### src/design/uvs_sine.sv
`default_nettype none
module uvs_sine (
    input  wire logic        clk,
    input  wire logic        en,
    input  wire logic [15:0] angle,
    output logic signed [15:0] sine
);

    localparam logic [31:0] C1 = 32'd51472;
    localparam logic [31:0] C3 = 32'd21024;
    localparam logic [31:0] C5 = 32'd2320;

    logic [14:0] fx;
    logic [15:0] x_next;
    logic [31:0] sq_next;
    logic [15:0] x_reg1, x_reg2, x_reg3;
    logic [31:0] sq_reg;
    logic        neg_reg1, neg_reg2, neg_reg3, neg_reg4;
    logic [15:0] x2_next, x2_reg;
    logic [31:0] cube_next, cube_reg;
    logic [15:0] x3_next, x3_reg;
    logic [31:0] p5_next, p5_reg;
    logic [15:0] x5_next;
    logic [31:0] t1_reg, t3_reg, t5_reg;
    logic [33:0] sum;
    logic [14:0] mag;
    logic signed [15:0] sine_next, sine_reg;

    // fold into the first quadrant
    assign fx      = angle[14] ? 15'(15'd16384 - {1'b0, angle[13:0]}) : {1'b0, angle[13:0]};
    assign x_next  = {fx, 1'b0};
    assign sq_next = 32'(x_next) * 32'(x_next);

    assign x2_next   = 16'((sq_reg + 32'd16384) >> 15);
    assign cube_next = 32'(x2_next) * 32'(x_reg1);

    assign x3_next = 16'((cube_reg + 32'd16384) >> 15);
    assign p5_next = 32'(x3_next) * 32'(x2_reg);

    assign x5_next = 16'((p5_reg + 32'd16384) >> 15);

    assign sum = {2'b00, t1_reg} + {2'b00, t5_reg} + 34'd16384 - {2'b00, t3_reg};
    assign mag = (sum[33] || (sum[32:30] != 3'd0)) ? 15'h7fff : sum[29:15];
    assign sine_next = neg_reg4 ? -$signed({1'b0, mag}) : $signed({1'b0, mag});

    always_ff @(posedge clk)
    begin
        if (en)
        begin
            x_reg1   <= x_next;
            sq_reg   <= sq_next;
            neg_reg1 <= angle[15];

            x_reg2   <= x_reg1;
            x2_reg   <= x2_next;
            cube_reg <= cube_next;
            neg_reg2 <= neg_reg1;

            x_reg3   <= x_reg2;
            x3_reg   <= x3_next;
            p5_reg   <= p5_next;
            neg_reg3 <= neg_reg2;

            t1_reg   <= C1 * 32'(x_reg3);
            t3_reg   <= C3 * 32'(x3_reg);
            t5_reg   <= C5 * 32'(x5_next);
            neg_reg4 <= neg_reg3;

            sine_reg <= sine_next;
        end
    end

    assign sine = sine_reg;

endmodule
`default_nettype wire

### config.mk
export PLATFORM = sky130hd
export DESIGN_NAME = uvs_sine
export DESIGN_NICKNAME = d
export VERILOG_FILES = /design/src/design/uvs_sine.sv
export SDC_FILE = /design/constraint.sdc
export NUM_CORES = 2
export LEC_CHECK = 0
export BUFFER_PORTS_ARGS = -buffer_cell sky130_fd_sc_hd__clkbuf_2
export CAP_MARGIN = 20
export CORE_MARGIN = 5
export CORE_UTILIZATION = 60
export CTS_CLUSTER_DIAMETER = 150
export DETAILED_ROUTE_END_ITERATION = 12
export GPL_TIMING_DRIVEN = 0
export PLACE_DENSITY = 0.85
export SYNTH_ARGS = -nofsm -noshare
export SYNTH_HDL_FRONTEND = slang
export SYNTH_SLANG_ARGS = --single-unit
### constraint.sdc
create_clock -name clk -period 10 [get_ports clk]
set_clock_uncertainty 0.05 [all_clocks]
set_input_delay 2 -clock clk [delete_from_list [all_inputs] [get_ports clk]]
set_output_delay 2 -clock clk [all_outputs]
set_load 0.02 [all_outputs]
==> results.json <==
{
  "clk_path_buf_depth": 3,
  "worstSetupPathType": "input pin to flop",
  "yosysUniqueCellTypes": 76,
  "n_fill_cell": 4532,
  "row_count": 91,
  "final_layout_size_suffix_gt1_share_pct": 3.56,
  "wl_per_cell_um": 17.3,
  "min_path_cells": 0,
  "final_util_pct": 64.6,
  "cp.required_ns": 10.25,
  "timing.rr.end": "p5_reg[30]",
  "synthArstFlopShare_pct": 0,
  "hold_start": "x_reg2[2]",
  "routed_wl_mm": 82.3,
  "preCtsSetupSlack_ns": -1.50,
  "synth.top_cell.area_share_pct": 30.9,
  "h-tree-depth": 1,
  "stdcell_area_um2": 40000,
  "port_buffers": 32,
  "grt_pass1_wl_mm": 139,
  "synth_edf_count": 225,
  "core_um2": 61900,
  "worst_pin_slew_ns": 0.957,
  "period_needed_ns": 9.64,
  "root_buffer": "clkbuf_16",
  "die_area_um2": 67800,
  "startpoint_type": "input pin",
  "syn_area_um2": 37600,
  "vias_per_cell": 5.55,
  "r2r_slack_ns": 0.94,
  "largest_register_ffs": 27,
  "grt_pass1_vias": 28800,
  "area_growth_pct": 6.35,
  "nNetsFinal": 5072,
  "worstHoldPathType": "flop to flop",
  "slew_viol_final": 0,
  "regArea_um2": 6760,
  "whs_ns": 0.367,
  "multiInputGateArea_um2": 27300,
  "route.antenna.remaining_nets": 0,
  "finalHoldViolations": 0,
  "grt_max_degree": 125,
  "clkSinkCount": 225,
  "setup_viol": 0,
  "synthMostInstantiatedCell": "inv_1",
  "yosys.area.top_type": "fa_1",
  "slowest_delay_ns": 0.57,
  "cts_tree": "built",
  "drv_cap": 0,
  "cts_buffers": 26,
  "yosysSeqAreaShare_pct": 17.9,
  "r2r-start": "cube_reg[16]",
  "drt_iter0_drc": 1805,
  "avgSynthCellArea_um2": 9.81,
  "path_clk_slew_ns": 0.06,
  "ys_ff_latch": 225,
  "hold_end": "x_reg3[2]",
  "gr-total-overflow": 0,
  "cts_hold_buf": 0,
  "antenna_found_initial": 1,
  "insertion_delay_ns": 0.56,
  "relSlewSlack_pct": 36.2,
  "rr_worst_depth": 27,
  "dp_hpwl_mm": 67.2,
  "outcome": "complete, no violations",
  "dpl_cell_area_um2": 38900,
  "synth-main-ff-cell": "edfxtp_1",
  "crit_fanout": 6,
  "die_w_um": 260,
  "ios": 34,
  "syn_inst": 3836,
  "die_h_um": 260,
  "yosys-top-cells-area": "fa_1 31%, ha_1 19%, edfxtp_1 18%",
  "startpoint": "angle[3]",
  "cp-end-kind": "flop",
  "fmax_mhz": 104,
  "drtPass1Iterations": 5,
  "gp_congestion": 0.947,
  "setup_ws_ns": 0.356,
  "yosys-top-cells-count": "902 x inv_1, 581 x fa_1, 560 x ha_1",
  "ys_warn_count": 0,
  "period_share_pct": 96.4,
  "vias": 26500,
  "drc": 0,
  "start_util_pct": 60.8,
  "grt_usage_pct": 25.1,
  "crit_arrival_ns": 9.90,
  "cpMaxStageDelayCell": "fa_1"
}
-- worst max-delay path: cells and delay by family --
kind,cells,cell delay [ns]
AOI/OAI and AO/OA,6,1.22
buffers and inverters,8,0.68
and+or+nand+nor,8,2.47
adders and majority gates,7,3.22
xor gates and xnor gates,2,0.29
-- cell families after synthesis --
logic type	after synthesis	share of synthesized area [%]
muxes	12	0.329
xor gates and xnor gates	192	4.47
other	2	0.0200
buffers and inverters	989	9.87
DFF	225	17.9
adders and majority gates	1141	49.5
and+or+nand+nor	979	12.7
AOI/OAI and AO/OA	296	5.19
-- metal layers --
metal  global-route usage (%)  routed length, um  vias to the layer above
met5                        0                  0                        -
met4                     10.4               4150                        0
met3                     3.86               5690                      279
met2                     45.1              41500                      981
met1                     30.2              31000                    13000
li1                         -                  -                    12200
-- area by class of cell --
type / instances / share of cell area [%]
repair buffers: 44 / 0.691
diodes: 1 / 0.00625
flip-flops and latches: 225 / 16.9
well taps: 837 / 2.62
clock buffers: 27 / 1.63
clock inverters: 20 / 0.641
plain buffers: 80 / 0.766
inverters: 907 / 8.54
multi-input cells: 2629 / 68.2
-- worst max-delay path by stage --
| stage | to | slack, ns | cells past startpoint |
|---|---|---|---|
| detailed placement | sq_reg[30] | -1.50 | 33 |
| global route | sq_reg[29] | -0.03 | 29 |
| CTS | sq_reg[30] | 0.004 | 32 |
| finish | sq_reg[29] | 0.36 | 31 |
| floorplan | sq_reg[30] | 0.003 | 32 |
| global placement | sq_reg[30] | -1.37 | 33 |
-- cells in the final DEF (no fill, tap or decap), drive strengths merged, types with 81 or more instances in the layout --
cell type / netlist / final
clkbuf: 78 / 134
edfxtp: 225 / 225
a21oi: 81 / 81
xnor2: 135 / 135
fa: 581 / 581
inv: 903 / 906
and2: 244 / 244
nand2: 378 / 378
nor2: 144 / 144
ha: 560 / 560
-- metrics by stage --
stage	cells	setup TNS (ns)
final	4770	0
after global routing	4769	-0.0257
after CTS	4762	0
after detailed placement	4714	-11.91
after global placement	4712	-9.44
after floorplan	3843	0
-- timing repair --
item | in CTS | in global routing
pin swaps | 3 | 8
gates cloned | 0 | 0
setup buffers | 2 | 8
endpoints found under the setup margin | 10 | 5
resized for setup | 12 | 18
Power is left out: the tool's default activity adds up to more than one toggle a clock period on the data nets, which glitch-free logic cannot reach.
