File: src/design/uvs_pkg.sv
`default_nettype none
package uvs_pkg;

    localparam int MAX_RINGS   = 256;
    localparam int MAX_SECTORS = 256;

    // apb address width and register codes
    localparam int ADDR_W = 5;
    localparam logic [2:0] REG_CENTER_X     = 3'd0;
    localparam logic [2:0] REG_CENTER_Y     = 3'd1;
    localparam logic [2:0] REG_CENTER_Z     = 3'd2;
    localparam logic [2:0] REG_RADIUS       = 3'd3;
    localparam logic [2:0] REG_RING_COUNT   = 3'd4;
    localparam logic [2:0] REG_SECTOR_COUNT = 3'd5;

    // pipeline depths
    localparam int DIV_STAGES = 17;
    localparam int SIN_STAGES = 5;
    localparam int POS_STAGES = 3;
    localparam int PIPE_DEPTH = DIV_STAGES + SIN_STAGES + POS_STAGES;

    typedef struct packed {
        logic [31:0] center_x;
        logic [31:0] center_y;
        logic [31:0] center_z;
        logic [30:0] radius;
        logic [8:0]  ring_count;
        logic [8:0]  sector_count;
    } cfg_t;

    // one lane of the restoring divider
    typedef struct packed {
        logic [9:0]  rem;
        logic [16:0] low;
        logic [16:0] quo;
        logic [9:0]  den;
    } div_lane_t;

    // per-request data carried beside the arithmetic
    typedef struct packed {
        logic        in_range;
        logic        quad_valid;
        logic [16:0] corner_a;
        logic [16:0] corner_b;
        logic [16:0] corner_c;
        logic [16:0] corner_d;
    } side_t;

    function automatic div_lane_t div_step(div_lane_t l);
        logic [10:0] t;
        div_lane_t   n;
        n = l;
        t = {l.rem, l.low[16]};
        n.low = {l.low[15:0], 1'b0};
        if (t >= {1'b0, l.den})
        begin
            n.rem = 10'(t - {1'b0, l.den});
            n.quo = {l.quo[15:0], 1'b1};
        end
        else
        begin
            n.rem = t[9:0];
            n.quo = {l.quo[15:0], 1'b0};
        end
        return n;
    endfunction

    function automatic logic [8:0] clamp_count(logic [8:0] c, logic [8:0] maxc);
        logic [8:0] r;
        if (c == 9'd0)
            r = 9'd1;
        else if (c > maxc)
            r = maxc;
        else
            r = c;
        return r;
    endfunction

endpackage
`default_nettype wire

File: src/design/uvs_angle_div.sv
`default_nettype none
module uvs_angle_div (
    input  wire logic        clk,
    input  wire logic        en,
    input  wire logic [25:0] num_phi,
    input  wire logic [25:0] num_theta,
    input  wire logic [9:0]  den_phi,
    input  wire logic [9:0]  den_theta,
    output logic [15:0]      phi,
    output logic [15:0]      theta
);

    uvs_pkg::div_lane_t ph_reg  [uvs_pkg::DIV_STAGES];
    uvs_pkg::div_lane_t th_reg  [uvs_pkg::DIV_STAGES];
    uvs_pkg::div_lane_t ph_next [uvs_pkg::DIV_STAGES];
    uvs_pkg::div_lane_t th_next [uvs_pkg::DIV_STAGES];
    uvs_pkg::div_lane_t ph_init;
    uvs_pkg::div_lane_t th_init;

    // top numerator bits stay below the divisor, so 17 quotient bits suffice
    assign ph_init = '{rem: {1'b0, num_phi[25:17]}, low: num_phi[16:0],
                       quo: '0, den: den_phi};
    assign th_init = '{rem: {1'b0, num_theta[25:17]}, low: num_theta[16:0],
                       quo: '0, den: den_theta};

    for (genvar k = 0; k < uvs_pkg::DIV_STAGES; k++)
    begin : g_step
        if (k == 0)
        begin : g_first
            always_comb
            begin
                ph_next[k] = uvs_pkg::div_step(ph_init);
                th_next[k] = uvs_pkg::div_step(th_init);
            end
        end
        else
        begin : g_rest
            always_comb
            begin
                ph_next[k] = uvs_pkg::div_step(ph_reg[k-1]);
                th_next[k] = uvs_pkg::div_step(th_reg[k-1]);
            end
        end

        always_ff @(posedge clk)
        begin
            if (en)
            begin
                ph_reg[k] <= ph_next[k];
                th_reg[k] <= th_next[k];
            end
        end
    end

    // theta wraps at a full turn
    assign phi   = ph_reg[uvs_pkg::DIV_STAGES-1].quo[15:0];
    assign theta = th_reg[uvs_pkg::DIV_STAGES-1].quo[15:0];

endmodule
`default_nettype wire

File: config.mk
export PLATFORM = sky130hd
export DESIGN_NAME = uvs_angle_div
export DESIGN_NICKNAME = d
export VERILOG_FILES = /design/src/design/uvs_pkg.sv /design/src/design/uvs_angle_div.sv
export SDC_FILE = /design/constraint.sdc
export NUM_CORES = 2
export LEC_CHECK = 0
export ABC_CLOCK_PERIOD_IN_PS = 3780
export BUFFER_PORTS_ARGS = -buffer_cell sky130_fd_sc_hd__buf_4
export CORE_MARGIN = 8
export CORE_UTILIZATION = 60
export CTS_BUF_LIST = sky130_fd_sc_hd__clkbuf_8
export CTS_CLUSTER_DIAMETER = 80
export DETAILED_ROUTE_END_ITERATION = 10
export HOLD_SLACK_MARGIN = 0.03
export PLACE_DENSITY = 0.81
export SLEW_MARGIN = 25
export SYNTH_ARGS = -nofsm -noshare
export SYNTH_HDL_FRONTEND = slang
export SYNTH_SLANG_ARGS = --single-unit
File: constraint.sdc
create_clock -name clk -period 3.78 [get_ports clk]
set_input_delay 0.756 -clock clk [delete_from_list [all_inputs] [get_ports clk]]
set_output_delay 0.756 -clock clk [all_outputs]
set_load 0.02 [all_outputs]
==> metrics.cfg <==
[synthesis]
yosys.area_share.simple_pct=5.64
synth_fa_ha_area_share_pct=8.85
ys.flop_type=edfxtp_1
synth-seq-cells=1184
synth_top_family_by_area=adder cells
synth.area.mux_share_pct=6.10
synth_compound_area_share_pct=7.65
synth_cell_types=56
synth_nets=4242
synth-xor-area-share_pct=3.51
synth_seq_area_share_pct=64.3
syn-cell-area_um2=55300
syn_area_per_cell_um2=14.6
yosysWarnings=0
synth_edf_count=1184
postSynth.asyncResetShare_pct=0
synth_cells=3796

[cts]
cts_tree=yes
h-tree-depth=4
cts_root_buffer=clkbuf_8
cts_resized=0
ctsLongestPathBuffers=3
clkLatencyLatePin_ns=0.83
hold_buffers=34
numCtsBuffers=184
postCtsSetupRepairBufs=0
clkSlewWorstSetupHoldPaths_ns=0.06
cts.sinks=1184

[floorplanning]
start_util_pct=60.4
die_area_um2=102000
pin_count=106
die_w_um=320
rows=111
core_area_um2=91500
die_h_um=320

[sta]
finalSetupViolations=0
drv_slew=0
period_minus_slack_ns=3.20
slew_headroom_pct=36.4
post-route-period-util_pct=84.5
tns_ns=0
final-hold-violation-count=0
fin_skew_ns=0.0526
tightestPinTransition_ns=0.949
rsz0062_at_grt=false
max_freq_mhz=313
hold_ws_ns=0.139

[worst_setup_path]
cp_max_fo=11
cp_data_required_time_ns=4.33
critPathKind=reg2reg
setup.worst_path.start_class=register
critPathCaptureType=register
cp.arrival_ns=3.74

[final_layout]
multi_input_area_um2=17600
seq_area_um2=35600
nets=4531
most-common-layout-cells=1,184 x edfxtp_1, 524 x inv_1, 340 x ha_1
final_common_cell=edfxtp_1
final_util_pct=66.8
drive_gt1_share_pct=15.9
fill_cells=6241
area_growth_pct=10.5
stdcell_count=5420

[drt]
antenna_left=0
route.vias.total=29468
wl_um=82300
drc=0
drt_iter0_drc=1425
routed_via_density=5.44
wl_per_cell_um=15.2
drtPass1Iterations=5

[place]
dpl.cell_count=5051
dp_hpwl_um=56300
port_buffers=105
gp_congestion=0.856

[global_routing]
grt_overflow=0
grt_usage_pct=15.8
grt_max_degree=167
antenna_found_initial=1
grt_pass1_wl_um=137000
grt_pass1_vias=30821

[power_and_ir_drop]
p_leak_nw=24.5
ir_worst_vdd_mv=0.336
internal_power_mw=30.3
p_comb_share_pct=34.2
pwr-share-clk_pct=22.1
p_switching_mw=13.2
p_sw_share_pct=30.4
p_seq_share_pct=43.7
p_total_mw=43.5
power-per-cell-area_nw_per_um2=712

[worst_hold_path]
hold_path.class=in2reg

[outcome]
status=completed

[run]
maxCapViolations=0

[power groups by stage]
stage	Sequential, mW	Combinational [mW]	Clock, mW
detailed placement	19.3	14.7	0
global route	19.3	16.4	10.5
floorplan	18.9	12.3	0
global placement	19.2	14.1	0
finish	19.0	14.9	9.62
CTS	19.0	14.9	9.99
[cell families after synthesis]
group | count (synthesis)
and+or+nand+nor | 624
buffers and inverters | 522
adders and majority gates | 372
AOI/OAI and AO/OA | 569
DFF | 1184
xor gates and xnor gates | 222
muxes | 303
[worst max-delay path, stage by stage, from the launching register on]
cell       delay (ns)
edfxtp_1         0.39
ha_1             0.36
o211ai_1         0.22
a21oi_1          0.13
o211a_1          0.29
o211a_1          0.27
a2111oi_4        0.82
mux2_2           0.42
[cell type report]
| cell class | count | share of cell area, % |
|---|---|---|
| Sequential cell | 1184 | 58.2 |
| Multi-Input combinational cell | 2090 | 28.8 |
| Clock buffer | 185 | 4.17 |
| Inverter | 461 | 2.83 |
| Tap cell | 1186 | 2.43 |
| Timing Repair Buffer | 164 | 2.35 |
| Clock inverter | 148 | 1.28 |
| Antenna cell | 2 | 0.00819 |
[cells in the mapped netlist (10+ instances only)]
library cell	count	share of area (%)
a2111oi_0	29	0.46
a2111oi_4	19	0.95
a21o_1	58	0.79
a21oi_1	222	2.0
a221oi_1	17	0.27
and3_1	12	0.14
and3b_1	10	0.16
buf_2	11	0.10
buf_4	39	0.53
buf_6	11	0.22
edfxtp_1	1184	64
fa_1	32	1.2
ha_1	340	7.7
inv_1	461	3.1
mux2_2	271	5.5
mux2i_1	31	0.56
nand2_1	178	1.2
nand2b_1	63	0.71
nand3_1	27	0.24
nand4_1	60	0.68
nand4b_1	10	0.16
nor2_1	172	1.2
nor2b_1	64	0.72
o211a_1	57	1.0
o211ai_1	30	0.41
o21ai_0	48	0.43
o21bai_1	31	0.42
o31ai_1	12	0.16
or4b_2	18	0.33
xnor2_1	160	2.5
xor2_1	62	0.98
[final timing paths]
| path | from | endpoint | slack (ns) | depth (start not counted) |
|---|---|---|---|---|
| max | th_reg[0][786] | th_reg[0][839] | 0.58 | 7 |
| min | num_theta[5] | th_reg[0][32] | 0.14 | 1 |
| max reg2reg | th_reg[0][786] | th_reg[0][839] | 0.58 | 7 |
| min reg2reg | th_reg[0][646] | th_reg[0][700] | 0.36 | 0 |
[routing by layer]
layer | routed length (um) | share of wire, % | vias to the layer above | GRT usage, %
met5 | 0 | 0 | - | 0
met4 | 3190 | 3.9 | 0 | 7.76
met3 | 3100 | 3.8 | 246 | 3.43
met2 | 43200 | 52 | 523 | 29.2
met1 | 32900 | 40 | 14085 | 16.9
li1 | - | - | 14614 | -
[stage by stage]
step	worst slack, ns	area [um2]
6_report	0.585	61100
5_1_grt	0.439	61100
4_1_cts	0.612	61100
3_5_place_dp	0.402	57400
3_3_place_gp	0.454	57400
2_1_floorplan	0.698	55300
No activity file was read; power rests on OpenSTA's default activity.
