<file path="src/design/uvs_pkg.sv">
`default_nettype none
package uvs_pkg;

    localparam int MAX_RINGS   = 256;
    localparam int MAX_SECTORS = 256;

    // apb address width and register codes
    localparam int ADDR_W = 5;
    localparam logic [2:0] REG_CENTER_X     = 3'd0;
    localparam logic [2:0] REG_CENTER_Y     = 3'd1;
    localparam logic [2:0] REG_CENTER_Z     = 3'd2;
    localparam logic [2:0] REG_RADIUS       = 3'd3;
    localparam logic [2:0] REG_RING_COUNT   = 3'd4;
    localparam logic [2:0] REG_SECTOR_COUNT = 3'd5;

    // pipeline depths
    localparam int DIV_STAGES = 17;
    localparam int SIN_STAGES = 5;
    localparam int POS_STAGES = 3;
    localparam int PIPE_DEPTH = DIV_STAGES + SIN_STAGES + POS_STAGES;

    typedef struct packed {
        logic [31:0] center_x;
        logic [31:0] center_y;
        logic [31:0] center_z;
        logic [30:0] radius;
        logic [8:0]  ring_count;
        logic [8:0]  sector_count;
    } cfg_t;

    // one lane of the restoring divider
    typedef struct packed {
        logic [9:0]  rem;
        logic [16:0] low;
        logic [16:0] quo;
        logic [9:0]  den;
    } div_lane_t;

    // per-request data carried beside the arithmetic
    typedef struct packed {
        logic        in_range;
        logic        quad_valid;
        logic [16:0] corner_a;
        logic [16:0] corner_b;
        logic [16:0] corner_c;
        logic [16:0] corner_d;
    } side_t;

    function automatic div_lane_t div_step(div_lane_t l);
        logic [10:0] t;
        div_lane_t   n;
        n = l;
        t = {l.rem, l.low[16]};
        n.low = {l.low[15:0], 1'b0};
        if (t >= {1'b0, l.den})
        begin
            n.rem = 10'(t - {1'b0, l.den});
            n.quo = {l.quo[15:0], 1'b1};
        end
        else
        begin
            n.rem = t[9:0];
            n.quo = {l.quo[15:0], 1'b0};
        end
        return n;
    endfunction

    function automatic logic [8:0] clamp_count(logic [8:0] c, logic [8:0] maxc);
        logic [8:0] r;
        if (c == 9'd0)
            r = 9'd1;
        else if (c > maxc)
            r = maxc;
        else
            r = c;
        return r;
    endfunction

endpackage
`default_nettype wire

</file>
<file path="src/design/uvs_cfg_regs.sv">
`default_nettype none
module uvs_cfg_regs (
    input  wire logic                       clk,
    input  wire logic                       rst_n,
    input  wire logic                       psel,
    input  wire logic                       penable,
    input  wire logic                       pwrite,
    input  wire logic [uvs_pkg::ADDR_W-1:0] paddr,
    input  wire logic [31:0]                pwdata,
    output logic [31:0]                     prdata,
    output uvs_pkg::cfg_t                   cfg
);

    uvs_pkg::cfg_t cfg_reg;
    uvs_pkg::cfg_t cfg_next;
    logic [2:0]    idx;

    assign idx = paddr[4:2];

    always_comb
    begin
        cfg_next = cfg_reg;
        if (psel && penable && pwrite)
        begin
            case (idx)
                uvs_pkg::REG_CENTER_X:     cfg_next.center_x = pwdata;
                uvs_pkg::REG_CENTER_Y:     cfg_next.center_y = pwdata;
                uvs_pkg::REG_CENTER_Z:     cfg_next.center_z = pwdata;
                uvs_pkg::REG_RADIUS:       cfg_next.radius = pwdata[30:0];
                uvs_pkg::REG_RING_COUNT:   cfg_next.ring_count = pwdata[8:0];
                uvs_pkg::REG_SECTOR_COUNT: cfg_next.sector_count = pwdata[8:0];
                default:                   cfg_next = cfg_reg;
            endcase
        end
    end

    always_ff @(posedge clk or negedge rst_n)
    begin
        if (!rst_n)
        begin
            cfg_reg.center_x     <= '0;
            cfg_reg.center_y     <= '0;
            cfg_reg.center_z     <= '0;
            cfg_reg.radius       <= 31'd65536;
            cfg_reg.ring_count   <= 9'd16;
            cfg_reg.sector_count <= 9'd16;
        end
        else
        begin
            cfg_reg <= cfg_next;
        end
    end

    always_comb
    begin
        case (idx)
            uvs_pkg::REG_CENTER_X:     prdata = cfg_reg.center_x;
            uvs_pkg::REG_CENTER_Y:     prdata = cfg_reg.center_y;
            uvs_pkg::REG_CENTER_Z:     prdata = cfg_reg.center_z;
            uvs_pkg::REG_RADIUS:       prdata = {1'b0, cfg_reg.radius};
            uvs_pkg::REG_RING_COUNT:   prdata = {23'd0, cfg_reg.ring_count};
            uvs_pkg::REG_SECTOR_COUNT: prdata = {23'd0, cfg_reg.sector_count};
            default:                   prdata = '0;
        endcase
    end

    assign cfg = cfg_reg;

endmodule
`default_nettype wire

</file>
<file path="config.mk">
export PLATFORM = sky130hd
export DESIGN_NAME = uvs_cfg_regs
export DESIGN_NICKNAME = d
export VERILOG_FILES = /design/src/design/uvs_pkg.sv /design/src/design/uvs_cfg_regs.sv
export SDC_FILE = /design/constraint.sdc
export NUM_CORES = 1
export LEC_CHECK = 0
export ABC_CLOCK_PERIOD_IN_PS = 1580
export BUFFER_PORTS_ARGS = -buffer_cell sky130_fd_sc_hd__buf_2
export CORE_MARGIN = 2
export CORE_UTILIZATION = 40
export CTS_CLUSTER_SIZE = 40
export DETAILED_ROUTE_END_ITERATION = 16
export PLACE_DENSITY = 0.66
export SLEW_MARGIN = 20
export SYNTH_ARGS = -nofsm -noshare
export SYNTH_HDL_FRONTEND = slang
export SYNTH_SLANG_ARGS = --single-unit
</file>
<file path="constraint.sdc">
create_clock -name clk -period 1.58 [get_ports clk]
set_input_delay 0.079 -clock clk [delete_from_list [all_inputs] [get_ports clk]]
set_output_delay 0.079 -clock clk [all_outputs]
set_load 0.01 [all_outputs]
</file>
==> results of run 1 <==
## worst min-delay path by stage
stage	start	endpoint	slack (ns)	depth (start not counted)
final	rst_n	cfg[5]$_DFFE_PN0P_	0.16	2
after global routing	rst_n	cfg[5]$_DFFE_PN0P_	0.17	2
after CTS	rst_n	cfg[5]$_DFFE_PN0P_	0.16	2
after detailed placement	rst_n	cfg[5]$_DFFE_PN0P_	0.03	1
after global placement	rst_n	cfg[142]$_DFFE_PN0P_	0.03	1
after floorplan	rst_n	cfg[0]$_DFFE_PN0P_	-0.22	0
## final cells by class
cell class	count	area, um^2	area share
Clock inverter	9	151.4	0.01529
Inverter	1	3.754	0.0003791
Multi-Input combinational cell	261	3030	0.3061
Sequential cell	145	3632	0.3669
Tap cell	220	275.3	0.02780
Clock buffer	23	498.0	0.05030
Timing Repair Buffer	342	2310	0.2333
## layer usage
metal  vias to the layer above  wire (um)
met2                       204       8947
met5                         -          0
li1                       2284          -
met4                         0        368
met1                      2548       8170
met3                        34       1175
## synth_stat cells (all sizes together)
cell type    n  area, um^2
dfstp        3       78.83
a21oi        6       30.03
dfrtp      142        3553
inv          1       3.750
buf         26       150.1
mux2       145        1745
a211o        5       43.79
nand2b       2       12.51
or2          2       12.51
nor3         1       10.01
nand2        2       7.510
o221ai       3       26.28
nor2b       23       143.9
or3          4       25.02
nand3        5       25.02
nand4        1       6.260
o21a         5       37.54
o22a         1       8.760
nor3b        1       12.51
clkbuf       4       15.01
nor2         4       17.52
a32oi        1       8.760
o21ai        5       25.02
mux2i       22       220.2
mux4        22       495.5
nand4b       1       23.77
## logic make-up after synthesis
logic type | count (synthesis) | share of synthesized area
buffers and inverters | 31 | 0.02506
muxes | 189 | 0.3652
and+or+nand+nor | 46 | 0.04400
DFF | 145 | 0.5390
AOI/OAI and AO/OA | 26 | 0.02674
## through the flow
step / setup WS (ns) / hold WS (ns) / util / instances
5_1_grt: -0.1167 / 0.1711 / 0.5992 / 1001
3_5_place_dp: 0.03417 / 0.02586 / 0.5025 / 869
2_1_floorplan: 0.1739 / -0.2166 / - / 437
3_3_place_gp: 0.04682 / 0.02791 / 0.5025 / 869
6_report: -0.06239 / 0.1585 / 0.5992 / 1001
4_1_cts: -0.07709 / 0.1569 / 0.5886 / 991
## worst max-delay path: cells and delay by family, from the launching register on
| kind | cells | cell delay [ns] |
|---|---|---|
| DFF | 1 | 0.39 |
| buffers and inverters | 1 | 0.15 |
| and+or+nand+nor | 1 | 0.14 |
| muxes | 1 | 0.47 |
## power by group through the flow
stage	logic (mW)	clock network (mW)	registers, mW
floorplan	1.29	0	5.33
CTS	3.51	4.44	4.95
global placement	2.86	0	5.04
detailed placement	2.93	0	5.10
global route	3.91	4.61	5.05
finish	3.66	4.35	4.96
## timing repair
action / 4_1_cts / 5_1_grt
endpoints found under the setup margin: 25 / 28
pin swaps: 0 / 1
hold endpoints to repair: 268 / 0
setup buffers: 57 / 10
hold buffers: 33 / 0
resized for setup: 4 / 19
==> impl_metrics.env, run 1 <==
export IMPL_outcome="finished with violations"
export IMPL_violations="setup timing"
export IMPL_ant_nets=0
export IMPL_grt_total_usage=0.2088
export IMPL_crit_start="cfg[63]$_DFFE_PN0P_"
export IMPL_synthCells=437
export IMPL_clk_path_buf_depth=2
export IMPL_area_growth_pct=46.92
export IMPL_arrival_ns=1.56
export IMPL_wl_per_cell_um=18.64
export IMPL_switching_share=0.2747
export IMPL_rsz0062_at_grt="yes"
export IMPL_avgViaCountPerCell=5.065
export IMPL_portBuffers=216
export IMPL_max_cap_violations=0
export IMPL_p_total_mw=12.97
export IMPL_final_net_count=810
export IMPL_synth_seq_cells=145
export IMPL_clock_sinks=145
export IMPL_antenna_found_initial=0
export IMPL_clock_fmax_ghz=0.6089
export IMPL_h_tree_depth=4
export IMPL_worstPathMaxFanout=2
export IMPL_layout_setup_ws_ns=-0.06239
export IMPL_worstReg2RegStart="cfg[73]$_DFFE_PN0P_"
export IMPL_internal_power_mw=9.406
export IMPL_syn_area_um2=6739
export IMPL_final_cell_area_um2=9901
export IMPL_yosys_warnings=0
export IMPL_drtIter0Drc=209
export IMPL_grt_pass1_vias=5167
export IMPL_drt_wl_total_um=18660
export IMPL_cts_tree="done"
export IMPL_globalRouteOverflowTotal=0
export IMPL_worst_ep_required_time_ns=1.50
export IMPL_finalSetupViolCount=22
export IMPL_maxSlewViolCount=0
export IMPL_chipHeight_um=133.8
export IMPL_tightest_slew_ns=0.4146
export IMPL_slew_headroom=0.7236
export IMPL_dp_hpwl_um=12430
export IMPL_reg2regPathDepth=3
export IMPL_globalRoute_busiestLayer="met2"
export IMPL_cts_root_buf="clkbuf_16"
export IMPL_worstPathCellList="mux4_2, nor2b_1, buf_2"
export IMPL_rrSetupSlack_ns=0.57
export IMPL_slowest_delay_ns=0.47
export IMPL_final_cell_mix="buf_2, dfrtp_1, mux2_2"
export IMPL_rows=47
export IMPL_dr_pass1_iters=4
export IMPL_ir_drop_mv=0.7382
export IMPL_crit_path_end="prdata[14]"
export IMPL_gp_congestion=0.8203
export IMPL_holdCritPathClass="input pin to async pin"
export IMPL_layout_drive_gt1_share=0.6722
export IMPL_drt_drc_violations_left=0
export IMPL_synth_cell_types=32
export IMPL_final_setup_skew_ns=0
export IMPL_seq_area_frac_synth=0.5390
export IMPL_insertion_delay_ns=0.41
export IMPL_p_per_area_nw_per_um2=1310
export IMPL_grt_max_degree=43
export IMPL_die_area_um2=17900
export IMPL_reg2reg_to="cfg[73]$_DFFE_PN0P_"
export IMPL_gr_usage_met2=0.3339
export IMPL_num_vias=5070
export IMPL_fp_coreArea_um2=16520
export IMPL_synth_nets=479
export IMPL_design_portCount=219
export IMPL_syn_area_per_cell_um2=15.42
export IMPL_critPathLaunchType="flip-flop"
export IMPL_slowest_stage="mux4_2"
export IMPL_finalCritPeriodShare=1.039
export IMPL_use_met3=0.05140
export IMPL_p_leak_nw=5.070
export IMPL_hold_violations=0
export IMPL_path_class="flip-flop to output pin"
export IMPL_fp_dieW_um=133.8
export IMPL_post_route_min_period_ns=1.642
export IMPL_comb_power_share=0.282
export IMPL_grt_util_met1=0.2795
export IMPL_pwr_share_seq=0.382
export IMPL_layout_commonest_cell="buf_2"
export IMPL_largest_register_ff_count=145
export IMPL_grt_pass1_wl_um=28670
export IMPL_clk_pin_slew_ns=0.06
export IMPL_start_util=0.4078
export IMPL_antenna_cells=0
export IMPL_cp_end_kind="output pin"
export IMPL_nFillCells=1312
export IMPL_p_switching_mw=3.563
export IMPL_setup_tns_ns=-0.8717
export IMPL_postPlaceCellArea_um2=8304
export IMPL_power_frac_clock=0.336
export IMPL_cts_buffers=17
Note: power is estimated with default switching activity, not from simulation.
==> inputs of run 2 (changes only) <==
CORE_UTILIZATION = 51   (was 40)
PLACE_DENSITY = 0.81   (was 0.66)
==> impl_metrics.env, run 2 (synthesis gave the netlist of run 1 again) <==
export IMPL_outcome="finished with violations"
export IMPL_violations="setup timing"
export IMPL_path_class="flip-flop to output pin"
export IMPL_final_cell_mix="buf_2, dfrtp_1, buf_4"
export IMPL_clk_pin_slew_ns=0.06
export IMPL_cp_end_kind="output pin"
export IMPL_avgViaCountPerCell=5.631
export IMPL_grt_pass1_vias=5867
export IMPL_cts_buffers=17
export IMPL_ir_drop_mv=1.043
export IMPL_max_cap_violations=0
export IMPL_antenna_cells=0
export IMPL_setup_tns_ns=-1.706
export IMPL_final_net_count=841
export IMPL_worstPathMaxFanout=2
export IMPL_slowest_stage="mux4_2"
export IMPL_postPlaceCellArea_um2=8244
export IMPL_chipHeight_um=119.0
export IMPL_fp_dieW_um=119.0
export IMPL_clock_fmax_ghz=0.5595
export IMPL_insertion_delay_ns=0.42
export IMPL_largest_register_ff_count=145
export IMPL_slew_headroom=0.6801
export IMPL_fp_coreArea_um2=12770
export IMPL_clock_sinks=145
export IMPL_die_area_um2=14150
export IMPL_drt_wl_total_um=21720
export IMPL_ant_nets=0
export IMPL_grt_max_degree=47
export IMPL_clk_path_buf_depth=2
export IMPL_p_per_area_nw_per_um2=1338
export IMPL_num_vias=5541
export IMPL_layout_drive_gt1_share=0.6860
export IMPL_worstPathCellList="mux4_2, nor2b_1, buf_2"
export IMPL_holdCritPathClass="input pin to async pin"
export IMPL_rows=41
export IMPL_p_leak_nw=5.216
export IMPL_slowest_delay_ns=0.54
export IMPL_wl_per_cell_um=22.07
export IMPL_post_route_min_period_ns=1.787
export IMPL_grt_pass1_wl_um=31560
export IMPL_arrival_ns=1.71
export IMPL_final_setup_skew_ns=0
export IMPL_critPathBufInv=1
export IMPL_finalSetupViolCount=22
export IMPL_dp_cells=826
export IMPL_maxSlewViolCount=0
export IMPL_dr_pass1_iters=5
export IMPL_rsz0062_at_grt="yes"
export IMPL_drtIter0Drc=364
export IMPL_tightest_slew_ns=0.4799
export IMPL_cts_tree="done"
export IMPL_stdcell_count=984
export IMPL_drt_drc_violations_left=0
export IMPL_final_cell_area_um2=10060
export IMPL_start_util=0.5276
export IMPL_design_portCount=219
export IMPL_dp_hpwl_um=12490
export IMPL_path_delay_family="multiplexers"
export IMPL_critPathLaunchType="flip-flop"
export IMPL_portBuffers=216
export IMPL_cts_root_buf="clkbuf_16"
export IMPL_area_growth_pct=49.24
export IMPL_antenna_found_initial=0
export IMPL_finalCritPeriodShare=1.131
export IMPL_layout_setup_ws_ns=-0.2073
export IMPL_h_tree_depth=4
export IMPL_gp_congestion=0.8127
export IMPL_grt_total_usage=0.2904
export IMPL_worst_ep_required_time_ns=1.50
export IMPL_layout_commonest_cell="buf_2"
export IMPL_hold_violations=0
export IMPL_globalRouteOverflowTotal=0
==> run 2: timing repair <==
| item | 4_1_cts | 5_1_grt |
|---|---|---|
| cloned | 0 | 0 |
| hold endpoints to repair | 220 | 0 |
| setup buffers | 60 | 33 |
| gates resized for setup | 11 | 14 |
| pin swaps | 0 | 1 |
| hold buffers | 33 | 0 |
| endpoints found under the setup margin | 24 | 29 |
==> run 2: layout make-up <==
type | instances | area [um^2]
clock buffer | 21 | 460.4
tap | 172 | 215.2
clock inverter | 11 | 185.2
sequential | 145 | 3632
inverter | 1 | 3.754
timing repair buffer | 373 | 2517
multi-input combinational | 261 | 3043
fill | 701 | 2716
==> run 2: worst paths after layout <==
check,from,end,slack [ns],depth (start not counted)
worst max-delay path,cfg[35]$_DFFE_PN0P_,prdata[17],-0.21,3
worst min-delay path,rst_n,cfg[20]$_DFFE_PN0P_,0.17,2
worst max register to register,cfg[45]$_DFFE_PN0P_,cfg[45]$_DFFE_PN0P_,0.53,3
worst min register to register,cfg[57]$_DFFE_PN0P_,cfg[57]$_DFFE_PN0P_,0.53,1
max in group asynchronous,rst_n,cfg[34]$_DFFE_PN1P_,0.77,3
min in group clk,paddr[3],cfg[132]$_DFFE_PN0P_,0.36,4
==> run 2: worst register-to-register path, stage by stage, from the launching register on <==
cell,delay [ns]
dfrtp_1,0.40
buf_4,0.14
buf_4,0.13
mux2_2,0.27
==> run 2: per-stage QoR <==
stage / power, mW / hold WS, ns / utilization / setup slack, ns
detailed placement: 8.030 / 0.04695 / 0.6454 / 0.01371
finish: 13.46 / 0.1746 / 0.7873 / -0.2073
global route: 13.93 / 0.2108 / 0.7873 / -0.1950
CTS: 12.99 / 0.1810 / 0.7614 / -0.09641
floorplan: 6.618 / -0.2166 / - / 0.1739
global placement: 7.870 / 0.04162 / 0.6454 / 0.02524
==> run 2: where the power goes <==
part | leakage (nW) | internal (mW) | switching (mW)
logic | 3.06 | 2.27 | 1.72
clock network | 0.313 | 2.87 | 1.56
registers | 1.85 | 4.46 | 0.572
==> run 2: routing by layer <==
metal	share of wire	up-vias	wire, um	track usage
met5	0	-	0	0
li1	-	2345	-	-
met1	0.39	2854	8374	0.3497
met2	0.52	287	11340	0.4864
met3	0.058	55	1270	0.07088
met4	0.034	0	733	0.1473
==> inputs of run 3 (changes only) <==
--- a/config.mk
+++ b/config.mk
@@ -7,9 +7,9 @@
 export LEC_CHECK = 0
-export ABC_CLOCK_PERIOD_IN_PS = 1580
+export ABC_CLOCK_PERIOD_IN_PS = 2100
 export BUFFER_PORTS_ARGS = -buffer_cell sky130_fd_sc_hd__buf_2
 export CORE_MARGIN = 2
-export CORE_UTILIZATION = 51
+export CORE_UTILIZATION = 55
 export CTS_CLUSTER_SIZE = 40
 export DETAILED_ROUTE_END_ITERATION = 16
-export PLACE_DENSITY = 0.81
+export PLACE_DENSITY = 0.87
 export SLEW_MARGIN = 20
==> constraint.sdc (replaced) <==
create_clock -name clk -period 2.1 [get_ports clk]
set_input_delay 0.105 -clock clk [delete_from_list [all_inputs] [get_ports clk]]
set_output_delay 0.105 -clock clk [all_outputs]
set_load 0.02 [all_outputs]
==> impl_metrics.env, run 3 (synthesis gave the netlist of run 1 again) <==
export IMPL_outcome="finished, final reports clean"
export IMPL_dp_cells=788
export IMPL_start_util=0.5634
export IMPL_path_class="flip-flop to output pin"
export IMPL_rows=40
export IMPL_post_cts_hold_buffer_count=33
export IMPL_maxSlewViolCount=0
export IMPL_rsz0062_at_grt="no"
export IMPL_final_cell_mix="buf_2, dfrtp_1, mux2_2"
export IMPL_wl_per_cell_um=22.46
export IMPL_fp_coreArea_um2=11960
export IMPL_ant_nets=0
export IMPL_setup_tns_ns=0
export IMPL_p_total_mw=9.932
export IMPL_insertion_delay_ns=0.42
export IMPL_cts_resized=0
export IMPL_worstPathCellList="mux4_2, nor2b_1, buf_2"
export IMPL_grt_pass1_vias=5423
export IMPL_fin_util=0.7524
export IMPL_clock_sinks=145
export IMPL_chipHeight_um=114.7
export IMPL_drtIter0Drc=321
export IMPL_worst_ep_required_time_ns=2.00
export IMPL_num_vias=4903
export IMPL_max_cap_violations=0
export IMPL_cts_root_buf="clkbuf_16"
export IMPL_dr_pass1_iters=4
export IMPL_final_net_count=735
export IMPL_post_cts_buffers=0
export IMPL_grt_pass1_wl_um=29770
export IMPL_p_leak_nw=4.612
export IMPL_grt_total_usage=0.3032
export IMPL_largest_register_ff_count=145
export IMPL_post_route_min_period_ns=1.800
export IMPL_critPathLaunchType="flip-flop"
export IMPL_hold_violations=0
export IMPL_arrival_ns=1.69
export IMPL_stdcell_count=853
export IMPL_cts_buffers=17
export IMPL_finalSetupViolCount=0
export IMPL_critPathBufInv=1
export IMPL_holdCritPathClass="input pin to async pin"
export IMPL_globalRouteOverflowTotal=0
export IMPL_cp_end_kind="output pin"
export IMPL_layout_commonest_cell="buf_2"
export IMPL_antenna_cells=0
export IMPL_clk_pin_slew_ns=0.06
export IMPL_slowest_stage="mux4_2"
export IMPL_ir_drop_mv=0.8352
export IMPL_layout_drive_gt1_share=0.6232
export IMPL_pre_cts_ws_ns=0.4018
export IMPL_h_tree_depth=4
export IMPL_slew_headroom=0.5985
export IMPL_drt_wl_total_um=19160
export IMPL_grt_max_degree=83
export IMPL_path_delay_family="multiplexers"
export IMPL_final_setup_skew_ns=0
export IMPL_tightest_slew_ns=0.6017
export IMPL_antenna_found_initial=0
export IMPL_slowest_delay_ns=0.51
export IMPL_p_per_area_nw_per_um2=1104
export IMPL_gp_congestion=0.7636
export IMPL_clk_path_buf_depth=2
export IMPL_worstPathMaxFanout=3
export IMPL_clock_fmax_ghz=0.5557
export IMPL_portBuffers=216
export IMPL_area_growth_pct=33.55
export IMPL_drt_drc_violations_left=0
export IMPL_dp_hpwl_um=12380
export IMPL_fp_dieW_um=114.7
export IMPL_layout_setup_ws_ns=0.3004
export IMPL_design_portCount=219
export IMPL_die_area_um2=13150
export IMPL_nFillCells=729
export IMPL_cts_tree="done"
export IMPL_avgViaCountPerCell=5.748
export IMPL_finalCritPeriodShare=0.8569
-- run 3: cell types whose count changed in the layout (fill, tap and decap cells not counted), sizes merged --
cell / change
clkbuf: +1
buf: -106
clkinv: -1
-- run 3: layout make-up --
class	count	area [um^2]	area share
sequential	145	3632	0.4036
timing repair buffer	267	1565	0.1739
clock inverter	10	180.2	0.02002
multi-input combinational	261	2960	0.3289
tap	147	183.9	0.02044
inverter	1	3.754	0.0004171
clock buffer	22	474.2	0.05269
-- run 3: where the power goes --
| part | leakage, nW | internal (mW) | switching, mW |
|---|---|---|---|
| logic | 2.45 | 1.22 | 1.54 |
| clock network | 0.316 | 2.20 | 1.14 |
| registers | 1.85 | 3.35 | 0.479 |
-- run 3: layer usage --
metal	routed length [um]	global-route usage	share of wire
met5	0	0	0
met4	416	0.1229	0.022
met3	1336	0.08523	0.070
met2	9797	0.5148	0.51
met1	7605	0.3667	0.40
-- run 3: path summary, 6_finish.rpt --
kind | start | end | slack, ns | depth (start not counted)
setup reg to reg | cfg[134]$_DFFE_PN0P_ | cfg[134]$_DFFE_PN0P_ | 1.27 | 1
hold / removal | rst_n | cfg[23]$_DFFE_PN0P_ | 0.12 | 2
max in group asynchronous | rst_n | cfg[34]$_DFFE_PN1P_ | 1.22 | 3
setup / recovery | cfg[127]$_DFFE_PN0P_ | prdata[14] | 0.30 | 3
min in group clk | paddr[4] | cfg[4]$_DFFE_PN1P_ | 0.38 | 4
hold reg to reg | cfg[58]$_DFFE_PN0P_ | cfg[58]$_DFFE_PN0P_ | 0.53 | 1
-- run 3: stage by stage --
step | hold slack [ns] | instance area (um^2)
after global routing | 0.1355 | 9000
after detailed placement | -0.007749 | 8015
final | 0.1159 | 9000
after floorplan | -0.1906 | 6739
after CTS | 0.1094 | 9000
after global placement | -0.009907 | 8015
